### src/design/sacl_pkg.sv
// shared types and constants for the set-associative cache with lru/lfu replacement
// no dependencies

package sacl_pkg;

    localparam int USE_W = 32;
    localparam logic [USE_W-1:0] SAT_LIMIT = 32'hFFFF_FFFE;

    localparam logic POLICY_LRU = 1'b0;
    localparam logic POLICY_LFU = 1'b1;

    typedef struct packed {
        logic hit;
        logic evict;
    } t_sel_flags;

endpackage

### src/design/sacl_way_sel.sv
// way selection for one set: tag compare, first free way and min-usage tree
// depends on sacl_pkg

module sacl_way_sel
    import sacl_pkg::*;
#(
    parameter int WAYS  = 8,
    parameter int TAG_W = 20,
    parameter int WAY_W = (WAYS > 1) ? $clog2(WAYS) : 1
) (
    input  logic [WAYS-1:0]             i_valid,
    input  logic [WAYS-1:0][TAG_W-1:0]  i_tag,
    input  logic [WAYS-1:0][USE_W-1:0]  i_use,
    input  logic [TAG_W-1:0]            i_lookup_tag,
    output t_sel_flags                  o_flags,
    output logic [WAY_W-1:0]            o_way
);

    localparam int P = 1 << WAY_W;

    logic [WAYS-1:0]  match;
    logic [WAY_W-1:0] hit_way;
    logic [WAY_W-1:0] free_way;
    logic             any_hit;
    logic             all_valid;

    logic [USE_W-1:0] node_use [1:2*P-1];
    logic [WAY_W-1:0] node_idx [1:2*P-1];

    always_comb begin
        for (int w = 0; w < WAYS; w++) begin
            match[w] = i_valid[w] && (i_tag[w] == i_lookup_tag);
        end
    end

    // lowest index wins
    always_comb begin
        hit_way  = '0;
        free_way = '0;
        for (int w = WAYS - 1; w >= 0; w--) begin
            if (match[w]) begin
                hit_way = WAY_W'(w);
            end
            if (!i_valid[w]) begin
                free_way = WAY_W'(w);
            end
        end
    end

    assign any_hit   = |match;
    assign all_valid = &i_valid;

    // min tree, left child kept on a tie
    genvar g;
    generate
        for (g = 0; g < P; g++) begin : g_leaf
            if (g < WAYS) begin : g_real
                assign node_use[P+g] = i_use[g];
            end else begin : g_pad
                assign node_use[P+g] = '1;
            end
            assign node_idx[P+g] = WAY_W'(g);
        end
        for (g = 1; g < P; g++) begin : g_node
            logic take_right;
            assign take_right  = node_use[2*g+1] < node_use[2*g];
            assign node_use[g] = take_right ? node_use[2*g+1] : node_use[2*g];
            assign node_idx[g] = take_right ? node_idx[2*g+1] : node_idx[2*g];
        end
    endgenerate

    assign o_flags.hit   = any_hit;
    assign o_flags.evict = !any_hit && all_valid;
    assign o_way = any_hit ? hit_way : (all_valid ? node_idx[1] : free_way);

endmodule

### config.mk
export PLATFORM = sky130hd
export DESIGN_NAME = sacl_way_sel
export DESIGN_NICKNAME = d
export VERILOG_FILES = /design/src/design/sacl_pkg.sv /design/src/design/sacl_way_sel.sv
export SDC_FILE = /design/constraint.sdc
export NUM_CORES = 1
export LEC_CHECK = 0
export BUFFER_PORTS_ARGS = -buffer_cell sky130_fd_sc_hd__buf_4
export CORE_AREA = 2 2 176 178
export DETAILED_ROUTE_END_ITERATION = 8
export DIE_AREA = 0 0 178 180
export PLACE_DENSITY = 0.63
export SYNTH_ARGS = -nofsm -noshare
export SYNTH_HDL_FRONTEND = slang
export SYNTH_SLANG_ARGS = --single-unit
### constraint.sdc
create_clock -name vclk -period 7.8
set_clock_uncertainty 0.1 [all_clocks]
set_input_delay 0.78 -clock vclk [all_inputs]
set_output_delay 0.78 -clock vclk [all_outputs]
set_load 0.02 [all_outputs]
==> reports/metrics.yaml, run 1 <==
status: "finished, violations left"
violations: "negative setup slack"
port_buffers: 449
ctsHoldBuffers: 0
dp.final_hpwl_um: 40000
cp_num_cells: 36
fp.dieH_um: 180
routed_via_density: 5.21
wl_per_cell_um: 18.8
crit_type: "in2out"
gp_congestion: 0.968
slew_viol_final: 0
ys_warn_count: 0
whs_ns: 1.90
post-place-ws_ns: -0.631
yosysTopAreaCell: "ha_1"
initial_core_util_pct: 31.2
max_cap_violations: 0
die-area_um2: 32000
finalSetupViolCount: 3
die_w_um: 178
critPathLaunchType: "primary input"
synth_cell_types: 58
power_mw: 1.94
period_share_pct: 101
slowest_stage: "a2111o_1"
critPathArrivalTime_ns: 7.02
ir_drop_uv: 73.0
core-area_um2: 30200
required_ns: 6.92
final_core_util_pct: 54.6
fill_cells: 2872
syn_area_per_cell_um2: 6.85
design.seq.count: 0
crit_path_end_kind: "output pin"
hold_violations: 0
crit_end: "o_way[2]"
io_pins: 449
layout_setup_ws_ns: -0.0991
seqCellArea_um2: 0
groute.usage.overall_pct: 27.1
netlist_area_um2: 9400
first_pass_iters: 6
grt_pass1_wl_um: 68000
first_iter_violations: 621
worst-path-buf-inv: 11
achievable-frequency_ghz: 0.127
min_period_ns: 7.90
critPathMaxFanout: 21
drive_gt1_share_pct: 42.7
ant_nets: 0
cp-startpoint: "i_use[65]"
max_slew.worst_pin.slew_ns: 0.922
wl_um: 46700
max_stage_delay_ns: 0.37
grt_antenna_before_repair: 5
vias: 12891
overflow: 0
synthesis.nets: 2034
grt_pass1_vias: 13177
cpMostUsedCell: "buf_4"
drc: 0
cp_top_family: "compound AO/OA/AOI/OAI gates"
syn2layout_area_growth_pct: 75.3
seq_area_frac_synth_pct: 0
grt_max_degree: 29
synthTopCellsByArea: "ha_1 (29%), xnor2_1 (12%), a21oi_1 (7.3%)"
std_cell_rows: 64
leakage_nw: 8.44
maxSlewHeadroom_pct: 38.0
fin_nets: 2737
rsz0062_at_grt: "true"
hp-class: "in2out"
synth_top_cell_area_share_pct: 28.9
syn_inst: 1373
power_per_cell_area_nw_per_um2: 118
clkbuf_count: 0
[per-stage QoR]
stage	TNS, ns	std cells	instance area (um^2)
detailed placement	-1.82	2413	15100
CTS	0	2450	16000
global route	-1.12	2475	16500
floorplan	0	1373	9430
global placement	-1.50	2413	15100
finish	-0.290	2475	16500
[layout by cell type, fill, tap and decap left out, types with 7 or more instances in the layout]
| cell type | n |
|---|---|
| nor4_1 | 17 |
| a21oi_2 | 27 |
| buf_12 | 14 |
| nand2_1 | 125 |
| mux2i_1 | 30 |
| xnor2_1 | 128 |
| o21ai_1 | 52 |
| nand3_1 | 25 |
| o21ai_0 | 56 |
| ha_1 | 209 |
| o21ai_2 | 20 |
| nand2b_1 | 7 |
| a21oi_1 | 108 |
| buf_4 | 716 |
| nor2_1 | 79 |
| inv_1 | 132 |
| o31ai_1 | 26 |
| buf_6 | 22 |
| nor3_1 | 8 |
| nand4_1 | 62 |
| a21o_1 | 29 |
| and4_1 | 11 |
| xor2_1 | 32 |
[what timing repair did]
item                                   CTS  global route
pin swaps                               55            33
endpoints found under the hold margin    0             0
buffers inserted                        31            18
cloned                                   8             2
gates resized for setup                113            81
setup endpoints to repair                3             3
[synth_stat cells, drive strengths merged, types with 2 or more instances]
cell     instances
a21boi           4
a221o            5
a21oi          137
nor2            86
and4            11
nor2b            5
mux2i           33
a31o             2
nor3            10
or3              3
a31oi            8
nand2          126
nor3b            2
a221oi           9
clkbuf          28
ha             217
o211ai           6
o31ai           33
o21ai          132
xor2            32
and3             3
o41ai            2
a211o            2
buf             35
and2             3
a2111oi          3
nand3           28
a21o            29
xnor2          128
nor4            18
inv            136
nand2b           7
o21a             2
a211oi          11
a32oi            2
nand4           62
[cell families after synthesis]
group,synth area share [%]
xor+xnor,14.9
simple gates,18.6
compound gates,25.7
mux,3.51
fa+ha+maj,28.9
buf+inv,8.44
[area by class of cell]
type / instances / area [um^2] / share of cell area, %
antenna: 5 / 12.5 / 0.0759
inverter: 136 / 515 / 3.13
multi-input combinational: 1176 / 9330 / 56.6
tap: 396 / 495 / 3.01
timing repair buffer: 762 / 6140 / 37.2
[worst min path at each step]
stage	start	cells past startpoint	end	slack [ns]
3_5_place_dp	i_valid[0]	4	o_way[0]	1.91
4_1_cts	i_valid[0]	4	o_way[0]	1.91
6_report	i_valid[0]	4	o_way[0]	1.90
3_3_place_gp	i_valid[0]	4	o_way[0]	1.90
2_1_floorplan	i_valid[0]	2	o_way[0]	1.64
5_1_grt	i_valid[0]	4	o_way[0]	1.91
[per-layer routing]
layer / GRT usage (%) / part of all wire (%)
met5: 0 / 0
met4: 13.0 / 5.2
met3: 1.97 / 4.8
met2: 54.2 / 54
met1: 27.7 / 36
[report_power, final]
part	switching (mW)	internal, mW
combinational	0.938	1.00
clock	0	0.0000000861
sequential	0	0
[tightest hold or removal path, delay by kind of cell]
family                 cells  cell delay [ns]
buffers and inverters      2             0.23
AO/OA/AOI/OAI              2             0.21
Power figures use the tool's default switching activity.
==> run 2: changes to the inputs <==
--- a/config.mk
+++ b/config.mk
@@ -10,6 +10,7 @@
 export DETAILED_ROUTE_END_ITERATION = 8
 export DIE_AREA = 0 0 178 180
 export PLACE_DENSITY = 0.63
+export RECOVER_POWER = 50
 export SYNTH_ARGS = -nofsm -noshare
 export SYNTH_HDL_FRONTEND = slang
 export SYNTH_SLANG_ARGS = --single-unit
==> reports/metrics.yaml, run 2 (synthesized netlist as in run 1, its figures left out) <==
status: "finished, violations left"
violations: "negative setup slack"
min_to: "o_way[0]"
whs_ns: 1.90
period_share_pct: 101
crit_path_end_kind: "output pin"
grt_pass1_vias: 13177
min_from: "i_valid[0]"
die_w_um: 178
first_iter_violations: 666
min_period_ns: 7.88
clkbuf_count: 0
slew_viol_final: 0
achievable-frequency_ghz: 0.127
initial_core_util_pct: 31.2
maxSlewHeadroom_pct: 36.6
die-area_um2: 32000
grt_pass1_wl_um: 68000
critPathMaxFanout: 10
finalSetupViolCount: 3
crit_type: "in2out"
critPathLaunchType: "primary input"
layout_commonest_cell: "buf_4"
dp_cells: 2413
fp.dieH_um: 180
layout.cells.non_filler: 2475
fin_nets: 2737
drive_gt1_share_pct: 42.7
first_pass_iters: 7
fill_cells: 2872
max_stage_delay_ns: 0.45
max_slew.worst_pin.slew_ns: 0.942
io_pins: 449
hold_violations: 0
drc: 0
groute.usage.overall_pct: 27.1
seqCellArea_um2: 0
rsz0062_at_grt: "true"
cpMostUsedCell: "buf_4"
hold_depth: 4
routed_via_density: 5.20
port_buffers: 449
grt_antenna_before_repair: 5
ir_drop_uv: 73.0
critPathArrivalTime_ns: 7.00
ant_nets: 0
wl_per_cell_um: 18.8
gp_congestion: 0.968
leakage_nw: 8.44
layout_setup_ws_ns: -0.0832
max_cap_violations: 0
std_cell_rows: 64
power_mw: 1.94
core-area_um2: 30200
slowest_stage: "a221o_1"
dp.final_hpwl_um: 40000
grt_max_degree: 29
vias: 12882
overflow: 0
required_ns: 6.92
final_core_util_pct: 54.6
finalSetupTns_ns: -0.242
hp-class: "in2out"
design.seq.count: 0
final_cell_mix: "buf_4 (715), ha_1 (209), inv_1 (132)"
syn2layout_area_growth_pct: 75.3
power_per_cell_area_nw_per_um2: 118
wl_um: 46600
## run 2: how the worst max path moves through the flow
stage | slack (ns) | cells after the start | start | endpoint
final | -0.08 | 36 | i_use[26] | o_way[2]
after detailed placement | -0.63 | 32 | i_use[39] | o_way[0]
after global routing | -0.39 | 35 | i_use[219] | o_way[1]
after CTS | 0.009 | 34 | i_use[26] | o_way[1]
after global placement | -0.52 | 32 | i_use[39] | o_way[0]
after floorplan | 0.02 | 30 | i_use[25] | o_way[0]
## run 2: area by class of cell
cell class | instances | area [um^2] | area share, %
repair buffers | 762 | 6130 | 37.2
inverters | 136 | 515 | 3.13
well taps | 396 | 495 | 3.01
multi-input cells | 1176 | 9330 | 56.6
diodes | 5 | 12.5 | 0.0759
## run 2: per-stage QoR
step	setup slack [ns]	area [um^2]
finish	-0.0832	16500
global route	-0.394	16500
CTS	0.00858	16000
detailed placement	-0.631	15100
global placement	-0.523	15100
floorplan	0.0166	9430
## run 2: repair_timing
action,in CTS,in global routing
endpoints found under the setup margin,3,3
setup buffers,31,18
hold buffers,0,0
gates resized for setup,113,81
hold endpoints to repair,0,0
pin swaps,55,33
cloned,8,2
## run 2: layer usage
metal	vias up	GRT usage [%]	routed length (um)
met1	5927	27.7	16600
met3	119	1.97	2250
li1	6379	-	-
met2	457	54.2	25300
met4	0	13.0	2470
met5	-	0	0
## run 2: power breakdown
group          switching (mW)    total [mW]  internal (mW)
Combinational           0.937          1.94           1.00
Sequential                  0             0              0
Clock                       0  0.0000000861   0.0000000861
## run 2: worst max-delay path: cells and delay by family
family | cells | cell delay [ns]
simple gates | 8 | 0.95
compound gates | 12 | 2.63
fa+ha+maj | 3 | 0.86
buf+inv | 13 | 1.78
==> run 3: changes to the inputs <==
--- a/config.mk
+++ b/config.mk
@@ -6,10 +6,12 @@
 export NUM_CORES = 1
 export LEC_CHECK = 0
 export BUFFER_PORTS_ARGS = -buffer_cell sky130_fd_sc_hd__buf_4
-export CORE_AREA = 2 2 176 178
+export CELL_PAD_IN_SITES_DETAIL_PLACEMENT = 1
+export CELL_PAD_IN_SITES_GLOBAL_PLACEMENT = 1
+export CORE_ASPECT_RATIO = 1.1
+export CORE_UTILIZATION = 30
 export DETAILED_ROUTE_END_ITERATION = 8
-export DIE_AREA = 0 0 178 180
-export PLACE_DENSITY = 0.63
+export PLACE_DENSITY = 0.83
 export RECOVER_POWER = 50
 export SYNTH_ARGS = -nofsm -noshare
 export SYNTH_HDL_FRONTEND = slang
==> reports/metrics.yaml, run 3 (synthesized netlist as in run 1, its figures left out) <==
status: "finished, violations left"
violations: "negative setup slack"
fill_cells: 3794
std_cell_rows: 67
period_share_pct: 114
seqCellArea_um2: 0
syn2layout_area_growth_pct: 82.1
hold_violations: 0
critPathMaxFanout: 8
hp-class: "in2out"
ant_nets: 0
drive_gt1_share_pct: 47.3
grt_antenna_before_repair: 3
post-place-ws_ns: -0.878
required_ns: 6.92
slew_viol_final: 0
layout.cells.non_filler: 2470
internal_power_mw: 1.11
clkbuf_count: 0
final_cell_mix: "buf_4 (690), ha_1 (177), xnor2_1 (128)"
place_area_um2: 14700
critPathArrivalTime_ns: 8.03
fin_nets: 2716
min_period_ns: 8.91
whs_ns: 1.88
layout_setup_ws_ns: -1.11
finalSetupViolCount: 3
die-area_um2: 32100
pwr-share-seq_pct: 0
fp.dieH_um: 188
layout_commonest_cell: "buf_4"
first_iter_violations: 1178
achievable-frequency_ghz: 0.112
ctsHoldBuffers: 0
dp_cells: 2376
finalInstanceArea_um2: 17100
max_stage_delay_ns: 0.41
grt_max_degree: 31
first_pass_iters: 5
wl_um: 68000
wl_per_cell_um: 27.5
max_slew.worst_pin.slew_ns: 1.02
core-area_um2: 30700
maxSlewHeadroom_pct: 31.1
grt_pass1_vias: 14420
power_frac_clock_pct: 0
cp_top_family: "simple AND/OR/NAND/NOR gates"
slowest_stage: "nor4b_4"
max_cap_violations: 0
leakage_nw: 8.32
groute.usage.overall_pct: 31.8
design.seq.count: 0
dp.final_hpwl_um: 43900
crit_type: "in2out"
vias: 14747
switchingPower_mw: 1.26
routed_via_density: 5.97
ir_drop_uv: 73.5
worst-path-buf-inv: 10
port_buffers: 449
drc: 0
combPwrFrac_pct: 100.0
io_pins: 449
switching_share_pct: 53.1
initial_core_util_pct: 30.7
rsz0062_at_grt: "true"
die_w_um: 171
crit_path_end_kind: "output pin"
critPathLaunchType: "primary input"
overflow: 0
power_per_cell_area_nw_per_um2: 139
final_core_util_pct: 55.8
grt_pass1_wl_um: 79100
gp_congestion: 1.01
cpMostUsedCell: "buf_4"
[run 3: final timing paths]
kind,to,from,depth (start not counted)
hold / removal,o_way[0],i_valid[0],4
setup / recovery,o_way[0],i_use[146],36
[run 3: area by class of cell]
type,count,area [um^2],area share [%]
well taps,414,518,3.02
inverters,136,518,3.02
repair buffers,740,5940,34.7
diodes,3,7.51,0.0438
multi-input cells,1177,10100,59.3
[run 3: timing repair]
action,CTS,global route
gates cloned,5,5
hold endpoints to repair,0,0
setup buffers,48,36
pin swaps,49,104
endpoints found under the setup margin,3,3
resized for setup,119,235
[run 3: power groups by stage]
stage	combinational (mW)	sequential, mW	clock (mW)
final	2.37	0	0.0000000515
after global routing	2.45	0	0.0000000515
after CTS	1.80	0	0
after detailed placement	1.60	0	0
after global placement	1.52	0	0
after floorplan	0.846	0	0
[run 3: metal layers]
metal	global-route usage, %	up-vias	part of all wire (%)	routed length (um)
li1	-	6333	-	-
met1	39.5	7024	38	25800
met2	55.6	972	46	31500
met3	4.64	418	7.6	5140
met4	9.86	0	8.1	5510
met5	0	-	0	0
[run 3: through the flow]
stage          setup TNS (ns)  total power [mW]
2_1_floorplan               0             0.846
3_3_place_gp            -1.53              1.52
3_5_place_dp            -2.39              1.60
4_1_cts                     0              1.80
5_1_grt                 -3.63              2.45
6_report                -3.22              2.37
[run 3: tightest hold or removal path, delay by kind of cell]
| kind | cells | cell delay, ns |
|---|---|---|
| buffers and inverters | 2 | 0.22 |
| AO/OA/AOI/OAI | 2 | 0.20 |
