[config.mk]
export PLATFORM = sky130hd
export DESIGN_NAME = sacl_ram
export DESIGN_NICKNAME = d
export VERILOG_FILES = /design/src/design/sacl_ram.sv
export SDC_FILE = /design/constraint.sdc
export NUM_CORES = 1
export LEC_CHECK = 0
export ABC_AREA = 1
export BUFFER_PORTS_ARGS = -buffer_cell sky130_fd_sc_hd__buf_2
export CELL_PAD_IN_SITES_DETAIL_PLACEMENT = 1
export CELL_PAD_IN_SITES_GLOBAL_PLACEMENT = 1
export CORE_UTILIZATION = 49
export CTS_CLUSTER_SIZE = 40
export DETAILED_ROUTE_END_ITERATION = 8
export GPL_TIMING_DRIVEN = 0
export PLACE_DENSITY = 0.8
export SYNTH_ARGS = -nofsm -noshare
export SYNTH_HDL_FRONTEND = slang
export SYNTH_SLANG_ARGS = --single-unit
[constraint.sdc]
create_clock -name i_clk -period 1.21 [get_ports i_clk]
set_clock_uncertainty 0.15 [all_clocks]
set_input_delay 0 -clock i_clk [delete_from_list [all_inputs] [get_ports i_clk]]
set_output_delay 0 -clock i_clk [all_outputs]
set_load 0.05 [all_outputs]
[src/design/sacl_ram.sv]
// generic single-write, single-read ram with registered read data
// no dependencies

module sacl_ram #(
    parameter int WIDTH = 8,
    parameter int DEPTH = 16,
    parameter int AW    = (DEPTH > 1) ? $clog2(DEPTH) : 1
) (
    input  logic             i_clk,
    input  logic             i_we,
    input  logic [AW-1:0]    i_waddr,
    input  logic [WIDTH-1:0] i_wdata,
    input  logic             i_re,
    input  logic [AW-1:0]    i_raddr,
    output logic [WIDTH-1:0] o_rdata
);

    logic [WIDTH-1:0] mem [DEPTH];
    logic [WIDTH-1:0] r_rdata;

    always_ff @(posedge i_clk) begin
        if (i_we) begin
            mem[i_waddr] <= i_wdata;
        end
        if (i_re) begin
            r_rdata <= mem[i_raddr];
        end
    end

    assign o_rdata = r_rdata;

endmodule

==> impl_metrics.yaml, run 1 <==
cts:
  cts-htree-levels: 4
  numCtsBuffers: 17
  cts_tree: "yes"
  cts_setup_buffers: 0
  clkSlewWorstSetupHoldPaths_ps: 60
  clkLatencyLatePin_ps: 420
  cts_root_buf: "clkbuf_16"
  ctsLongestPathBuffers: 2
  cts_sinks: 136
status:
  violations: "design-rule violations, negative setup slack"
  outcome: "complete, but fails checks"
final_layout:
  final_net_count: 623
  final_util_pct: 62.2
  final_cell_mix: "nand2_1, edfxtp_1, inv_1"
  n_fill_cell: 1197
  final_common_cell: "nand2_1"
  instances_no_fill: 760
  antennaDiodeCount: 0
  area_delta_synth_final_pct: 22.5
  layout-drive-gt1-share_pct: 25.0
timing:
  slew_viol_final: 0
  fin_crit_sh_pct: 111
  worst_pin_slew_ps: 830
  fmax_mhz: 745
  setup_slack_ps: -132
  rsz0062_at_grt: "yes"
  finalHoldViolCount: 0
  min_period_ps: 1340
  setup_viol: 8
  max_slew_margin_pct: 44.5
  hold-worst-slack_ps: 57.9
synth:
  yosys.area_share.xor_xnor_pct: 0
  syn_area_sq_um: 5850
  synth-simple-area-share_pct: 20.8
  synth_fa_ha_area_share_pct: 0
  syn_nets: 570
  synth_compound_area_share_pct: 0
  ys_types: 11
  muxShareOfSynthArea_pct: 0
  synth_top_family_by_area: "simple AND/OR/NAND/NOR gates"
  yosysSeqAreaShare_pct: 69.8
  synth_warnings: 0
  syn_inst: 551
  synth_seq_cells: 136
  avgSynthCellArea_sq_um: 10.6
route:
  drtAntennaViolNets: 0
  wirelength_um: 18100
  routed_via_density: 5.63
  firstDrtPassIters: 6
  drt_iter0_drc: 341
  route.detailed.drc: 2
  wl_per_cell_um: 23.9
  via_count: 4279
placed_design:
  io_buffers: 23
  dp_slack_ps: -487
  dpl.cell_count: 717
  hpwlAfterDp_um: 10700
  gp_congestion: 0.807
pwr:
  p_per_area_nw_per_um2: 1620
  p_total_uw: 11600
  peakVddDrop_mv: 1.05
  leakage_uw: 0.00307
setup_path:
  crit_arrival_ps: 1360
  ff2ff_path_depth: 6
  rrSetupSlack_ps: -130
  path_max_fanout: 1
  end_kind: "register"
  timing.rr.start: "mem[7][6]"
  r2r-end: "o_rdata[6]"
  worstSetupStartpointType: "register"
  required_ps: 1230
  critPathKind: "register to register"
hold_path:
  min_to: "o_rdata[0]"
  hp-start: "i_raddr[1]"
  hold_path_depth: 5
  hold_class: "input pin to register"
die:
  initial_core_util_pct: 50.8
  dieArea_sq_um: 12400
  die_w_um: 111
  fp-row-count: 39
  io_pins: 27
  die_h_um: 111
  coreArea_sq_um: 11500
grt:
  antenna_found_initial: 0
  grt_pass1_wl_um: 27100
  grt_overflow: 0
  track_usage_pct: 31.0
  grt_pass1_vias: 4696
  grt_start_max_net_pins: 17
run:
  drv_cap: 0
## per-layer routing
metal	part of all wire [%]	track usage, %	vias to the layer above	routed length [um]
met5	0	0	-	0
met4	3.1	15.2	0	566
met3	6.8	7.82	41	1230
met2	50	52.2	195	9080
met1	40	37.2	2149	7250
li1	-	-	1894	-
## registers in the layout, indices dropped and copies added, names as in the netlist
register  flops
mem         128
o_rdata       8
## synthesized netlist by cell type (all sizes together)
master  count  area share [%]
nand2     173              11
edfxtp    136              70
inv       102             6.5
nand3      97             8.3
buf        24             2.8
nor2       17             1.1
nand3b      2            0.26
## critical path, stage by stage, from the launching register on
cell and delay, ps:
edfxtp_1 420, inv_2 90, nand2_1 70, nand3_2 80, nand3_2 100, nand3_2 100, nand2_2 80
## worst max path at each step
stage                           from  slack [ps]         end  cells after the start
after floorplan           i_waddr[3]         110   mem[4][0]                      2
after global placement    i_waddr[3]        -450   mem[4][0]                      3
after detailed placement  i_waddr[3]        -490   mem[5][0]                      3
after CTS                 mem[13][2]        -120  o_rdata[2]                      6
after global routing      mem[12][5]        -160  o_rdata[5]                      6
final                      mem[7][6]        -130  o_rdata[6]                      6
## layout make-up
cell class              instances  area, sq um  area share [%]
plain buffers                  24          166            2.32
multi-input cells             289         1530            21.4
well taps                     143          179            2.50
inverters                     102          383            5.35
clock buffers                  20          437            6.10
flip-flops and latches        136         4080            57.0
repair buffers                 34          225            3.14
clock inverters                12          156            2.18
## stage by stage
step / area [sq um] / TNS, ps
after floorplan: 5850 / 0
after global placement: 6140 / -39290
after detailed placement: 6140 / -45540
after CTS: 7030 / -586
after global routing: 7160 / -1100
final: 7160 / -790
## logic make-up (layout without fill, tap and decap cells)
logic type,count (synthesis),in the layout
buffers and inverters,126,192
flip-flops,136,136
AND/OR/NAND/NOR,289,289
## power by group
part           switching, uW  total (uW)  internal [uW]
sequential              29.5        5340           5310
clock                   1910        5310           3400
combinational            692         948            257
## repair_timing
item                                    4_1_cts  5_1_grt
pin swaps                                    14       15
resized for setup                            45       35
hold buffers                                 11        0
endpoints found under the hold margin       141        0
endpoints found under the setup margin       24       40
(Power assumes the default switching activity.)
==> inputs of run 2 (changes only) <==
==> config.mk (replaced) <==
export PLATFORM = sky130hd
export DESIGN_NAME = sacl_ram
export DESIGN_NICKNAME = d
export VERILOG_FILES = /design/src/design/sacl_ram.sv
export SDC_FILE = /design/constraint.sdc
export NUM_CORES = 1
export LEC_CHECK = 0
export ABC_AREA = 0
export BUFFER_PORTS_ARGS = -buffer_cell sky130_fd_sc_hd__buf_2
export CELL_PAD_IN_SITES_DETAIL_PLACEMENT = 1
export CELL_PAD_IN_SITES_GLOBAL_PLACEMENT = 1
export CORE_UTILIZATION = 53
export CTS_CLUSTER_SIZE = 40
export DETAILED_ROUTE_END_ITERATION = 8
export GPL_TIMING_DRIVEN = 0
export PLACE_DENSITY = 0.79
export SYNTH_ARGS = -nofsm -noshare
export SYNTH_HDL_FRONTEND = slang
export SYNTH_SLANG_ARGS = --single-unit
==> run 2 against run 1 <==
Effect of this change: the run ends with negative hold slack, negative setup slack left; cell count decreased by 44%; utilization increased by 4.8 points; sequential share of layout area increased by 7.8 points; wire length decreased by 38%; critical path depth decreased by 3; synthesized area decreased by 11%.
==> impl_metrics.yaml, run 2 <==
synth:
  synth_warnings: 0
  synth_compound_area_share_pct: 2.30
  synthArstFlopShare_pct: 0
  synth_top_family_by_area: "multiplexers"
  synth.most_common_cell: "edfxtp_1"
  synth_seq_cells: 136
  synth_edf_count: 136
  muxShareOfSynthArea_pct: 14.8
  syn_area_sq_um: 5230
  yosys.area.top_type: "edfxtp_1"
  synth_top_area_share_pct: 78.1
  yosys.area_share.xor_xnor_pct: 0
  synthTopCellsByArea: "edfxtp_1, mux4_2, mux4_1"
  synth-simple-area-share_pct: 3.14
  avgSynthCellArea_sq_um: 22.8
  ys_types: 18
  syn_inst: 229
  yosysSeqAreaShare_pct: 78.1
  ys.flop_type: "edfxtp_1"
  synth_fa_ha_area_share_pct: 0
  netlist_top_cells_count: "edfxtp_1, mux4_2, a22oi_1"
  syn_nets: 248
route:
  wirelength_um: 11300
  drtAntennaViolNets: 0
  via_count: 2546
  firstDrtPassIters: 4
  routed_via_density: 5.95
  wl_per_cell_um: 26.3
  route.detailed.drc: 0
  drt_iter0_drc: 215
cts:
  clkSlewWorstSetupHoldPaths_ps: 60
  numCtsBuffers: 17
  cts_tree: "yes"
  clkLatencyLatePin_ps: 520
  ctsLongestPathBuffers: 2
  cts_root_buf: "clkbuf_8"
  cts_sinks: 136
  cts-htree-levels: 4
final_layout:
  final_cell_mix: "edfxtp_1, mux4_2, buf_2"
  layout-drive-gt1-share_pct: 37.8
  largest_reg_flops: 128
  design_area_sq_um: 6300
  final_util_pct: 67.0
  final_common_cell: "edfxtp_1"
  antennaDiodeCount: 0
  area_delta_synth_final_pct: 20.6
  top_register: "mem"
  final_net_count: 306
placed_design:
  gp_congestion: 0.711
  dpl_cell_area_sq_um: 5500
  hpwlAfterDp_um: 6650
  dp_slack_ps: -489
  io_buffers: 25
status:
  outcome: "complete, but fails checks"
  violations: "negative hold slack, negative setup slack"
timing:
  setup_viol: 94
  min_period_ps: 1660
  slew_viol_final: 0
  finalHoldViolCount: 41
  fmax_mhz: 604
  hold-worst-slack_ps: -91.6
  fin_crit_sh_pct: 137
  rsz0062_at_grt: "yes"
  worst_pin_slew_ps: 888
  max_slew_margin_pct: 40.6
  tns_ps: -24820
  setup_slack_ps: -446
grt:
  grt_start_max_net_pins: 17
  grt_pass1_vias: 2727
  grt_pass1_wl_um: 16700
  antenna_found_initial: 0
  track_usage_pct: 24.6
  grt_overflow: 0
die:
  dieArea_sq_um: 10300
  die_w_um: 101
  initial_core_util_pct: 55.5
  io_pins: 27
  die_h_um: 101
  coreArea_sq_um: 9420
  fp-row-count: 35
hold_path:
  hold_class: "input pin to register"
  hp-start: "i_waddr[3]"
setup_path:
  crit_arrival_ps: 1770
  worstSetupStartpoint: "mem[2][0]"
  worstSetupStartpointType: "register"
  timing.rr.start: "mem[2][0]"
  required_ps: 1330
  critPathKind: "register to register"
  path_max_fanout: 1
  end_kind: "register"
pwr:
  leakage_uw: 0.00207
  peakVddDrop_mv: 1.10
  p_per_area_nw_per_um2: 1750
run:
  drv_cap: 0
## run 2: changes by cell type in the layout (fill, tap and decap cells not counted), moves of 12 or more
| cell | delta |
|---|---|
| nand3_1 | -44 |
| inv_1 | -95 |
| mux4_2 | +32 |
| buf_2 | -16 |
| nand3_2 | -52 |
| nand2_2 | -14 |
| a22oi_1 | +12 |
| nand2_1 | -150 |
## run 2: worst paths after layout
check / endpoint / slack, ps / cells after the start
max: o_rdata[0] / -450 / 3
min: mem[2][1] / -90 / 3
max reg2reg: o_rdata[0] / -450 / 3
min reg2reg: o_rdata[1] / 620 / 3
## run 2: report_power, final
part	internal (uW)	total, uW	switching (uW)
combinational	273	680	407
sequential	5310	5350	35.2
clock	3110	5000	1890
total	8700	11000	2330
## run 2: worst max-delay path, stage by stage, from the launching register on
cell	delay, ps
edfxtp_1	410
mux4_2	500
a22oi_2	240
nand2_1	100
## run 2: cell type report
class	instances	area, sq um
fillers	768	3110
multi-input cells	83	1070
clock inverters	13	156
clock buffers	18	418
repair buffers	39	323
well taps	129	161
flip-flops and latches	136	4080
plain buffers	10	86.3
## run 2: kinds of logic after synthesis
logic type      count (synthesis)
compound gates                 16
flops                         136
buf+inv                        10
mux                            32
simple gates                   35
## run 2: metrics by stage
step | power [uW] | cells
CTS | 11000 | 425
global route | 11300 | 428
global placement | 6000 | 383
detailed placement | 6030 | 383
finish | 11000 | 428
floorplan | 5790 | 229
## run 2: per-layer routing
metal | track usage, % | part of all wire [%]
met1 | 33.0 | 43
met2 | 39.7 | 50
met3 | 5.66 | 4.5
met4 | 9.92 | 2.4
met5 | 0 | 0
## run 2: timing repair
item	CTS	global route
hold buffers	11	3
setup buffers	0	2
gates resized for setup	20	4
pin swaps	0	2
setup endpoints to repair	16	112
endpoints found under the hold margin	194	58
==> inputs of run 3 (changes only) <==
--- a/config.mk
+++ b/config.mk
@@ -17,3 +17,4 @@
 export SYNTH_ARGS = -nofsm -noshare
 export SYNTH_HDL_FRONTEND = slang
 export SYNTH_SLANG_ARGS = --single-unit
+export TNS_END_PERCENT = 20
==> run 3 against run 2 <==
Effect of this change: the flow still finishes with violations (negative hold slack, negative setup slack); worst hold slack worse by 32 ps; wire length up 2.7%; combinational power about the same; global-route usage up 0.50 points; largest power group unchanged.
==> impl_metrics.yaml, run 3 (synthesis results as in run 2) <==
setup_path:
  ff2ff_path_depth: 3
  worstSetupStartpoint: "mem[6][0]"
  cp.depth: 3
  r2r-end: "o_rdata[0]"
  path_max_fanout: 1
  worstSetupEndpoint: "o_rdata[0]"
  critPathKind: "register to register"
  worst-path-buf-inv: 0
  crit_arrival_ps: 1730
  worstSetupStartpointType: "register"
  rrSetupSlack_ps: -420
  end_kind: "register"
  required_ps: 1310
  worstPathCellList: "mux4_2, a22oi_2, nand2_1"
  timing.rr.start: "mem[6][0]"
  cpPeakStageDelay_ps: 520
  critPathTopFamily: "multiplexers"
  cp_slowest_cell: "mux4_2"
timing:
  fmax_mhz: 613
  setup_viol: 10
  finalHoldViolCount: 50
  fin_crit_sh_pct: 135
  slew_viol_final: 0
  tns_ps: -3120
  rsz0062_at_grt: "yes"
  worst_pin_slew_ps: 815
  min_period_ps: 1630
  setup_slack_ps: -421
  max_slew_margin_pct: 45.4
  hold-worst-slack_ps: -124
grt:
  grt_start_max_net_pins: 17
  grt_pass1_wl_um: 17100
  track_usage_pct: 25.1
  grt_pass1_vias: 2671
  antenna_found_initial: 0
  grt_overflow: 0
cts:
  clkSlewWorstSetupHoldPaths_ps: 60
  clkLatencyLatePin_ps: 500
  cts-hold-fix-buffers: 9
  cts_sinks: 136
  cts_tree: "yes"
  cts_root_buf: "clkbuf_8"
  cts-htree-levels: 4
  numCtsBuffers: 17
  cts_setup_buffers: 0
  ctsLongestPathBuffers: 2
pwr:
  peakVddDrop_mv: 0.984
  leakage_uw: 0.00202
  p_per_area_nw_per_um2: 1740
route:
  firstDrtPassIters: 4
  wirelength_um: 11600
  route.detailed.drc: 0
  drt_iter0_drc: 192
  via_count: 2497
  routed_via_density: 5.90
  wl_per_cell_um: 27.3
  drtAntennaViolNets: 0
die:
  die_h_um: 101
  dieArea_sq_um: 10300
  io_pins: 27
  fp-row-count: 35
  coreArea_sq_um: 9420
  initial_core_util_pct: 55.5
  die_w_um: 101
status:
  violations: "negative hold slack, negative setup slack"
  outcome: "complete, but fails checks"
run:
  drv_cap: 0
hold_path:
  hold_class: "input pin to register"
placed_design:
  hpwlAfterDp_um: 6810
  gp_congestion: 0.729
  dp_slack_ps: -734
  io_buffers: 25
final_layout:
  final_net_count: 301
  final_cell_mix: "edfxtp_1, mux4_2, buf_2"
  layout-drive-gt1-share_pct: 38.1
  area_delta_synth_final_pct: 19.1
  antennaDiodeCount: 0
  final_common_cell: "edfxtp_1"
  multi_input_area_sq_um: 1080
  top_register: "mem"
  n_fill_cell: 755
  largest_reg_flops: 128
  seqCellArea_sq_um: 4080
-- run 3: area by class of cell --
| cell class | count | share of cell area (%) |
|---|---|---|
| Sequential cell | 136 | 65.6 |
| Tap cell | 129 | 2.59 |
| Multi-Input combinational cell | 83 | 17.4 |
| Timing Repair Buffer | 34 | 4.26 |
| Clock buffer | 19 | 6.77 |
| Clock inverter | 12 | 2.07 |
| Buffer | 10 | 1.39 |
-- run 3: per-layer routing --
metal / part of all wire, % / up-vias / global-route usage, %
met5: 0 / - / 0
met4: 1.3 / 0 / 7.47
met3: 4.8 / 9 / 5.18
met2: 51 / 92 / 41.3
met1: 42 / 1326 / 34.6
li1: - / 1070 / -
-- run 3: worst min-delay path by stage --
stage / start / to / slack, ps / cells past startpoint
after CTS: i_waddr[1] / mem[0][0] / -140 / 2
after global placement: i_re / o_rdata[6] / 210 / 1
after floorplan: i_wdata[0] / mem[0][0] / -50 / 0
after detailed placement: i_re / o_rdata[6] / 220 / 1
final: i_waddr[1] / mem[0][0] / -120 / 2
after global routing: i_waddr[0] / mem[0][7] / -140 / 2
-- run 3: metrics by stage --
| stage | util (%) | hold slack [ps] | instance area [sq um] | power, uW | std cells |
|---|---|---|---|---|---|
| floorplan | - | -51.1 | 5190 | 5790 | 229 |
| global placement | 58.2 | 212 | 5480 | 5990 | 383 |
| detailed placement | 58.2 | 216 | 5480 | 6030 | 383 |
| CTS | 66.0 | -143 | 6220 | 10900 | 423 |
| global route | 66.2 | -135 | 6230 | 11100 | 423 |
| finish | 66.2 | -124 | 6230 | 10800 | 423 |
-- run 3: where the power goes --
group	total (uW)	switching (uW)	internal [uW]
registers	5350	36.2	5310
clock network	4800	1880	2910
logic	681	413	267
total	10800	2330	8490
-- run 3: repair_timing --
action / in CTS / in global routing
endpoints found under the setup margin: 40 / 33
gates resized for setup: 26 / 4
hold endpoints to repair: 183 / 50
pin swaps: 0 / 3
